===== src/design/numeric_token_encoder_defines.svh =====
// Assertion macros for the numeric token encoder.
// Included by the top level; needs nothing else.
`ifndef NUMERIC_TOKEN_ENCODER_DEFINES_SVH
`define NUMERIC_TOKEN_ENCODER_DEFINES_SVH

// Same-cycle implication, checked out of reset.
`define NTE_ASSERT_SAME(label, clk, rst_n, ante, cons) \
    label: assert property (@(posedge clk) disable iff (!rst_n) (ante) |-> (cons)) \
        else $error("numeric_token_encoder: same-cycle check failed");

// Next-cycle implication, checked out of reset.
`define NTE_ASSERT_NEXT(label, clk, rst_n, ante, cons) \
    label: assert property (@(posedge clk) disable iff (!rst_n) (ante) |=> (cons)) \
        else $error("numeric_token_encoder: next-cycle check failed");

`endif


===== src/design/nte_pkg.sv =====
// Types and constants for the numeric token encoder.
// Used by the top level and the testbench.
`default_nettype none

package nte_pkg;

    localparam int unsigned DIGIT_W = 54;
    localparam int unsigned CNT_W   = 5;

    localparam logic [CNT_W-1:0] CNT_MAX     = 5'd31;
    localparam logic [CNT_W-1:0] DEC_LEN_POS = 5'd17;  // 16 digits and the point
    localparam logic [CNT_W-1:0] DEC_LEN_NEG = 5'd18;  // plus the sign

    localparam logic [62:0] DRB_RESET  = 63'h4000_0000_0000_0000;
    localparam logic [63:0] TWO_POW_63 = 64'h8000_0000_0000_0000;
    // Largest magnitude whose tenfold does not exceed 2^63; a digit on anything larger overflows.
    localparam logic [63:0] MAG_LIMIT  = 64'd922337203685477580;

    localparam logic [7:0] CH_MINUS = 8'h2D;
    localparam logic [7:0] CH_POINT = 8'h2E;
    localparam logic [7:0] CH_ZERO  = 8'h30;
    localparam logic [7:0] CH_NINE  = 8'h39;

    typedef enum logic [1:0] {
        KIND_INT  = 2'd0,
        KIND_DEC  = 2'd1,
        KIND_DICT = 2'd2
    } kind_t;

    typedef struct packed {
        logic [CNT_W-1:0]   char_count;
        logic               negative_seen;
        logic               leading_zero;
        logic               int_still_valid;
        logic [63:0]        int_magnitude;
        logic               int_overflowed;
        logic               dec_still_valid;
        logic [CNT_W-1:0]   dec_digit_count;
        logic               point_seen;
        logic [CNT_W-1:0]   point_index_left;
        logic [DIGIT_W-1:0] dec_digits;
    } tok_state_t;

    localparam tok_state_t TOK_CLEAR = '{
        char_count:       '0,
        negative_seen:    1'b0,
        leading_zero:     1'b0,
        int_still_valid:  1'b1,
        int_magnitude:    '0,
        int_overflowed:   1'b0,
        dec_still_valid:  1'b1,
        dec_digit_count:  '0,
        point_seen:       1'b0,
        point_index_left: '0,
        dec_digits:       '0
    };

endpackage

`default_nettype wire


===== src/design/nte_ifs.sv =====
// Valid/ready channel interfaces for the numeric token encoder.
// Character beats in, classified results out; no dependencies.
`default_nettype none

interface nte_char_if;
    logic       valid;
    logic       ready;
    logic [7:0] char_code;
    logic       empty_token;
    logic       last_char;

    modport source (output valid, char_code, empty_token, last_char, input ready);
    modport sink   (input valid, char_code, empty_token, last_char, output ready);
endinterface

interface nte_result_if;
    logic        valid;
    logic        ready;
    logic [1:0]  token_kind;
    logic signed [63:0] encoded_value;

    modport source (output valid, token_kind, encoded_value, input ready);
    modport sink   (input valid, token_kind, encoded_value, output ready);
endinterface

`default_nettype wire


===== src/design/numeric_token_encoder.sv =====
// Numeric token encoder: one character beat per cycle, one result per token.
// Latency: the result beat is valid the cycle after the beat that ends the token.
// Throughput: one character beat every cycle; the result register frees itself
// in the same cycle it is taken, so a stalled result only holds input off.
// Reset (rst_n, async, active low) clears the token state and the result valid,
// and sets dict_range_begin to 2^62.
`default_nettype none
`include "numeric_token_encoder_defines.svh"

module numeric_token_encoder (
    input  wire logic        clk,
    input  wire logic        rst_n,
    input  wire logic        cfg_wr_en,
    input  wire logic [62:0] cfg_wr_data,
    nte_char_if.sink         chars,
    nte_result_if.source     results
);

    nte_pkg::tok_state_t tok_reg, tok_next, upd;
    logic [62:0] drb_reg;

    logic        res_valid_reg, res_valid_next;
    logic [1:0]  res_kind_reg, res_kind_next;
    logic [63:0] res_value_reg, res_value_next;

    logic        accept, ends;
    logic        is_digit;
    logic [3:0]  digit;
    logic [63:0] mag_step;
    logic [nte_pkg::DIGIT_W-1:0] dec_step;

    logic        int_ok, dec_ok, range_ok;
    logic [63:0] int_val;
    logic [nte_pkg::CNT_W-1:0] max_len, right, dcount_m1, right_m1;

    assign chars.ready = !res_valid_reg || results.ready;
    assign accept      = chars.valid && chars.ready;
    assign ends        = chars.empty_token || chars.last_char;

    assign is_digit = (chars.char_code >= nte_pkg::CH_ZERO) &&
                      (chars.char_code <= nte_pkg::CH_NINE);
    assign digit    = chars.char_code[3:0];

    // x*10 + d as two shifted adds
    assign mag_step = {tok_reg.int_magnitude[60:0], 3'b000} +
                      {tok_reg.int_magnitude[62:0], 1'b0} + {60'd0, digit};
    assign dec_step = {tok_reg.dec_digits[nte_pkg::DIGIT_W-4:0], 3'b000} +
                      {tok_reg.dec_digits[nte_pkg::DIGIT_W-2:0], 1'b0} +
                      {{(nte_pkg::DIGIT_W-4){1'b0}}, digit};

    // token state after this beat's character
    always_comb
    begin
        upd = tok_reg;
        if (!chars.empty_token)
        begin
            if (tok_reg.char_count == '0 && chars.char_code == nte_pkg::CH_MINUS)
            begin
                upd.negative_seen = 1'b1;
            end
            else if (is_digit)
            begin
                if (tok_reg.leading_zero)
                begin
                    upd.int_still_valid = 1'b0;
                end
                if (tok_reg.negative_seen && tok_reg.char_count == 5'd1 && digit == 4'd0)
                begin
                    upd.int_still_valid = 1'b0;
                end
                if (!tok_reg.negative_seen && tok_reg.char_count == '0 && digit == 4'd0)
                begin
                    upd.leading_zero = 1'b1;
                end
                if (!tok_reg.int_overflowed)
                begin
                    if (tok_reg.int_magnitude > nte_pkg::MAG_LIMIT ||
                        mag_step > nte_pkg::TWO_POW_63)
                    begin
                        upd.int_overflowed = 1'b1;
                    end
                    else
                    begin
                        upd.int_magnitude = mag_step;
                    end
                end
                upd.dec_digits = dec_step;
                if (tok_reg.dec_digit_count != nte_pkg::CNT_MAX)
                begin
                    upd.dec_digit_count = tok_reg.dec_digit_count + 5'd1;
                end
            end
            else if (chars.char_code == nte_pkg::CH_POINT && !tok_reg.point_seen)
            begin
                upd.point_seen       = 1'b1;
                upd.point_index_left = tok_reg.char_count;
                upd.int_still_valid  = 1'b0;
            end
            else
            begin
                upd.int_still_valid = 1'b0;
                upd.dec_still_valid = 1'b0;
            end
            if (tok_reg.char_count != nte_pkg::CNT_MAX)
            begin
                upd.char_count = tok_reg.char_count + 5'd1;
            end
        end
    end

    // classification of the finished token
    always_comb
    begin
        if (upd.negative_seen)
        begin
            range_ok = upd.int_magnitude <= nte_pkg::TWO_POW_63;
            max_len  = nte_pkg::DEC_LEN_NEG;
            int_val  = 64'd0 - upd.int_magnitude;
        end
        else
        begin
            range_ok = upd.int_magnitude < {1'b0, drb_reg};
            max_len  = nte_pkg::DEC_LEN_POS;
            int_val  = upd.int_magnitude;
        end
        right     = upd.char_count - 5'd1 - upd.point_index_left;
        dcount_m1 = upd.dec_digit_count - 5'd1;
        right_m1  = right - 5'd1;

        int_ok = upd.int_still_valid && !upd.int_overflowed &&
                 upd.dec_digit_count != '0 && upd.char_count != '0 && range_ok;
        dec_ok = upd.char_count != '0 && upd.dec_still_valid && upd.point_seen &&
                 upd.dec_digit_count != '0 && upd.char_count <= max_len && right != '0;

        if (int_ok)
        begin
            res_kind_next  = nte_pkg::KIND_INT;
            res_value_next = int_val;
        end
        else if (dec_ok)
        begin
            res_kind_next  = nte_pkg::KIND_DEC;
            res_value_next = {upd.negative_seen, dcount_m1[3:0], right_m1[3:0], 1'b0,
                              upd.dec_digits};
        end
        else
        begin
            res_kind_next  = nte_pkg::KIND_DICT;
            res_value_next = '0;
        end
    end

    always_comb
    begin
        tok_next       = tok_reg;
        res_valid_next = res_valid_reg && !results.ready;
        if (accept)
        begin
            tok_next = ends ? nte_pkg::TOK_CLEAR : upd;
            if (ends)
            begin
                res_valid_next = 1'b1;
            end
        end
    end

    always_ff @(posedge clk or negedge rst_n)
    begin
        if (!rst_n)
        begin
            tok_reg       <= nte_pkg::TOK_CLEAR;
            drb_reg       <= nte_pkg::DRB_RESET;
            res_valid_reg <= 1'b0;
        end
        else
        begin
            tok_reg       <= tok_next;
            res_valid_reg <= res_valid_next;
            if (cfg_wr_en)
            begin
                drb_reg <= cfg_wr_data;
            end
        end
    end

    always_ff @(posedge clk)
    begin
        if (accept && ends)
        begin
            res_kind_reg  <= res_kind_next;
            res_value_reg <= res_value_next;
        end
    end

    assign results.valid         = res_valid_reg;
    assign results.token_kind    = res_kind_reg;
    assign results.encoded_value = res_value_reg;

    `NTE_ASSERT_NEXT(a_end_gives_result, clk, rst_n, accept && ends, results.valid)
    `NTE_ASSERT_NEXT(a_mid_no_result, clk, rst_n,
        accept && !ends && (!results.valid || results.ready), !results.valid)
    `NTE_ASSERT_SAME(a_dict_zero, clk, rst_n,
        results.valid && results.token_kind == nte_pkg::KIND_DICT,
        results.encoded_value == '0)
    `NTE_ASSERT_SAME(a_mag_bound, clk, rst_n, 1'b1,
        tok_reg.int_magnitude <= nte_pkg::TWO_POW_63)

endmodule

`default_nettype wire


===== src/flat_wrapper.sv =====
// flat-port wrapper written by rule: the top's interface ports become plain ports
module numeric_token_encoder_flat 
  (clk, rst_n, cfg_wr_en, cfg_wr_data, chars_valid, chars_char_code, chars_empty_token, chars_last_char, chars_ready, results_valid, results_token_kind, results_encoded_value, results_ready);
  nte_char_if chars_i ();
  nte_result_if results_i ();
  input  wire logic clk;
  input  wire logic rst_n;
  input  wire logic cfg_wr_en;
  input  wire logic [62:0] cfg_wr_data;
  input wire logic [$bits(chars_i.valid)-1:0] chars_valid;
  input wire logic [$bits(chars_i.char_code)-1:0] chars_char_code;
  input wire logic [$bits(chars_i.empty_token)-1:0] chars_empty_token;
  input wire logic [$bits(chars_i.last_char)-1:0] chars_last_char;
  output wire logic [$bits(chars_i.ready)-1:0] chars_ready;
  output wire logic [$bits(results_i.valid)-1:0] results_valid;
  output wire logic [$bits(results_i.token_kind)-1:0] results_token_kind;
  output wire logic [$bits(results_i.encoded_value)-1:0] results_encoded_value;
  input wire logic [$bits(results_i.ready)-1:0] results_ready;
  assign chars_i.valid = chars_valid;
  assign chars_i.char_code = chars_char_code;
  assign chars_i.empty_token = chars_empty_token;
  assign chars_i.last_char = chars_last_char;
  assign chars_ready = chars_i.ready;
  assign results_valid = results_i.valid;
  assign results_token_kind = results_i.token_kind;
  assign results_encoded_value = results_i.encoded_value;
  assign results_i.ready = results_ready;
  numeric_token_encoder u_core (.clk(clk), .rst_n(rst_n), .cfg_wr_en(cfg_wr_en), .cfg_wr_data(cfg_wr_data), .chars(chars_i), .results(results_i));
endmodule

===== config.mk =====
export PLATFORM = sky130hd
export DESIGN_NAME = numeric_token_encoder_flat
export DESIGN_NICKNAME = d
export VERILOG_FILES = /design/src/design/nte_pkg.sv /design/src/design/nte_ifs.sv /design/src/design/numeric_token_encoder.sv /design/src/flat_wrapper.sv
export VERILOG_INCLUDE_DIRS = /design/src /design/src/design
export SDC_FILE = /design/constraint.sdc
export NUM_CORES = 1
export LEC_CHECK = 0
export ABC_CLOCK_PERIOD_IN_PS = 14500
export BUFFER_PORTS_ARGS = -buffer_cell sky130_fd_sc_hd__buf_2
export CORE_MARGIN = 2
export CORE_UTILIZATION = 45
export CTS_CLUSTER_DIAMETER = 40
export DETAILED_ROUTE_END_ITERATION = 16
export HOLD_SLACK_MARGIN = 0.12
export SLEW_MARGIN = 20
export SYNTH_ARGS = -nofsm -noshare
export SYNTH_HDL_FRONTEND = slang
export SYNTH_SLANG_ARGS = --single-unit

===== constraint.sdc =====
create_clock -name clk -period 14.5 [get_ports clk]
set_clock_uncertainty 0.1 [all_clocks]
set_input_delay 2.175 -clock clk [delete_from_list [all_inputs] [get_ports clk]]
set_output_delay 2.175 -clock clk [all_outputs]
set_load 0.02 [all_outputs]

==> run metrics <==
CP Launch Type input pin; status finished, final reports clean; max reg flops 139; first-pass GRT wire length 131000 um; I/O Pins 146; via count 23.4k; grt peak-use layer met2; max incr delay on CP 590 ps; Detail Route Antenna Nets 0; worst hold path class flip-flop to flip-flop; Final Total Pwr 2020 uW; Port Buf Inserts 145; FFs w/ async S/R, synth 75.5%; Synth Register Bits 269; CP arrival 12440 ps; final hold vios 0; Peak VDD IR 66.5 uV; area grow syn2layout 10.6%; RSZ-0062 raised after global routing no; syn nets 3373; Tcrit/Tclk final 84.4%; vias in the first global route 22.4k; reg2reg start u_core.tok_reg[69]; die area 0.0567 mm2; Setup CP Type input pin to flip-flop; worst path required time 14700 ps; Synth Instances 2990; postcts setup bufs 0; Root Driver clkbuf_16; drt total wl 83900 um; LEAKAGE 0.0133 uW; die width 238 um; Netlist Area Pre-Place 0.0247 mm2; gr usage total 29.4%; die height 238 um; clk slew on worst S/H paths 60 ps; Seq/Total Area, Yosys 28.6%; Syn Area/Cell 8.25 um2; EDFF count, synth 66; RR Endpoint u_core.results.encoded_value[3]; num rows 85; grt met1 use 42.2%; Power Density 74.0 mW/mm2; Setup crit end kind flip-flop; initial antenna violation count 0; Max Clk Rate 81.7 MHz; H-tree Lvls 2; Vias/cell 6.17; post-CTS sizing 0; Routed WL per cell 22.2 um; Slowest cell on crit path or4_4; actual slew at the worst max-slew pin 1070 ps; total grt overflow 0; post-synth cell types 101; DRT Pass-1 Iters 6; clk sinks 269; GP Congestion 1.01; # DRC 0; antenna cells 0; Main synth FF type dfrtp_1; Initial Util 45.7%; Nets 3439; setup TNS 0 ps; worst-path fanout max 85; origin of the worst min-delay path u_core.tok_reg[131]; CTS tree yes; Max-cap violations 0; final setup fails 0; share of cells above drive strength 1 9.96%; R2R cell count 31; final slew viol count 0; largest net degree at the start of global routing 106; CTS Buf Count 43; post-DP HPWL 64300 um; Slew HR 27.1%; minimum clock period 12240 ps; clock latency on the worst-skew pair 580 ps; hold bufs inserted after CTS 0; core area 0.0540 mm2; M2 GR Usage 46.0%; Initial DRC Count 2205; destination of the worst hold path u_core.tok_reg[131]; yosys warns 0; Min-Delay Path Depth 2; GR Layer Usage met3 4.28%; Reg2Reg Setup Slack 3520 ps; Clock Path Buffers 3
-- cell usage in the layout (no fill, tap or decap), types with 21 or more instances in the layout --
master     count
edfxtp_1      66
o21ai_1       26
a31oi_1       22
o22ai_1       21
a22o_1        38
nand2b_1      26
nand3b_1      22
xnor2_1      113
buf_2        143
a21o_1        85
o31ai_1       24
clkbuf_16     44
o21a_1        32
nor3_1        61
nand4_1       50
a21oi_1      206
dfrtp_1      200
a211oi_1      26
nand3_1       86
nor2_1       178
nor4_1        31
mux2i_1       54
xor2_1        54
inv_1        154
ha_1         300
o21ai_0      304
nand2_1      365
or3_1         26
-- layout make-up --
type,instances,area [um2]
multi-input combinational,2422,16400
tap,696,871
clock buffer,48,1130
timing repair buffer,165,901
inverter,155,582
sequential,269,7070
fill,5232,26800
clock inverter,32,275
-- cells in the mapped netlist, types with 22 or more instances --
cell type,number,area [um2]
o21a_1,32,240
mux2i_1,54,541
nor4_1,31,194
a31oi_1,22,138
inv_1,154,578
a21oi_1,207,1040
nand2_1,367,1380
clkbuf_1,105,394
a22o_1,38,333
a211oi_1,26,195
edfxtp_1,66,1980
nand3b_1,22,165
ha_1,300,3750
o21ai_0,304,1520
nand2b_1,26,163
or3_1,26,163
o31ai_1,24,180
xnor2_1,113,990
nand3_1,86,430
nor2_1,180,676
a21o_1,85,638
nor3_1,61,305
xor2_1,54,473
o21ai_1,26,130
dfrtp_1,200,5000
nand4_1,50,313
-- layer usage --
layer	part of all wire [%]	routed length, um
met1	47	39100
met2	44	37100
met3	6.6	5530
met4	2.7	2230
met5	0	0
-- logic make-up (layout without fill, tap and decap cells) --
logic type	after synthesis	count (layout)	share of synthesized area [%]
AND/OR/NAND/NOR	974	974	19.2
buffers and inverters	299	400	4.86
AO/OA/AOI/OAI	917	917	23.3
XOR/XNOR	167	167	5.93
adder cells (fa/ha/maj)	305	305	15.6
multiplexers	59	59	2.44
flip-flops	269	269	28.6
-- per-stage QoR --
step / worst slack [ps] / util, % / cells / cell area (um2) / hold slack, ps
floorplan: 3970 / - / 2990 / 24700 / 340
global placement: 2150 / 47.9 / 3707 / 25900 / 347
detailed placement: 1910 / 47.9 / 3707 / 25900 / 353
CTS: 2470 / 50.5 / 3787 / 27300 / 362
global route: 1590 / 50.5 / 3787 / 27300 / 404
finish: 2260 / 50.5 / 3787 / 27300 / 368
-- power breakdown --
group          switching (uW)  total (uW)  internal (uW)
Clock                     421        1010            592
Sequential               10.8         815            804
Combinational             134         188           54.0
Total                     566        2020           1450
-- worst max path at each step --
stage | slack, ps | depth (start not counted) | endpoint | start
2_1_floorplan | 3970 | 34 | u_core.results.encoded_value[63] | chars_char_code[3]
3_3_place_gp | 2150 | 31 | u_core.results.encoded_value[22] | chars_char_code[3]
3_5_place_dp | 1910 | 32 | u_core.results.encoded_value[15] | chars_char_code[3]
4_1_cts | 2470 | 32 | u_core.results.encoded_value[3] | chars_char_code[3]
5_1_grt | 1590 | 32 | u_core.results.encoded_value[3] | chars_char_code[3]
6_report | 2260 | 32 | u_core.results.encoded_value[3] | chars_char_code[3]
-- critical path: cells and delay by family --
kind / cells / cell delay [ps]
compound gates: 7 / 1990
xor+xnor: 1 / 190
fa+ha+maj: 3 / 1320
buf+inv: 4 / 740
mux: 2 / 630
simple gates: 15 / 5330
(Power assumes the default switching activity.)
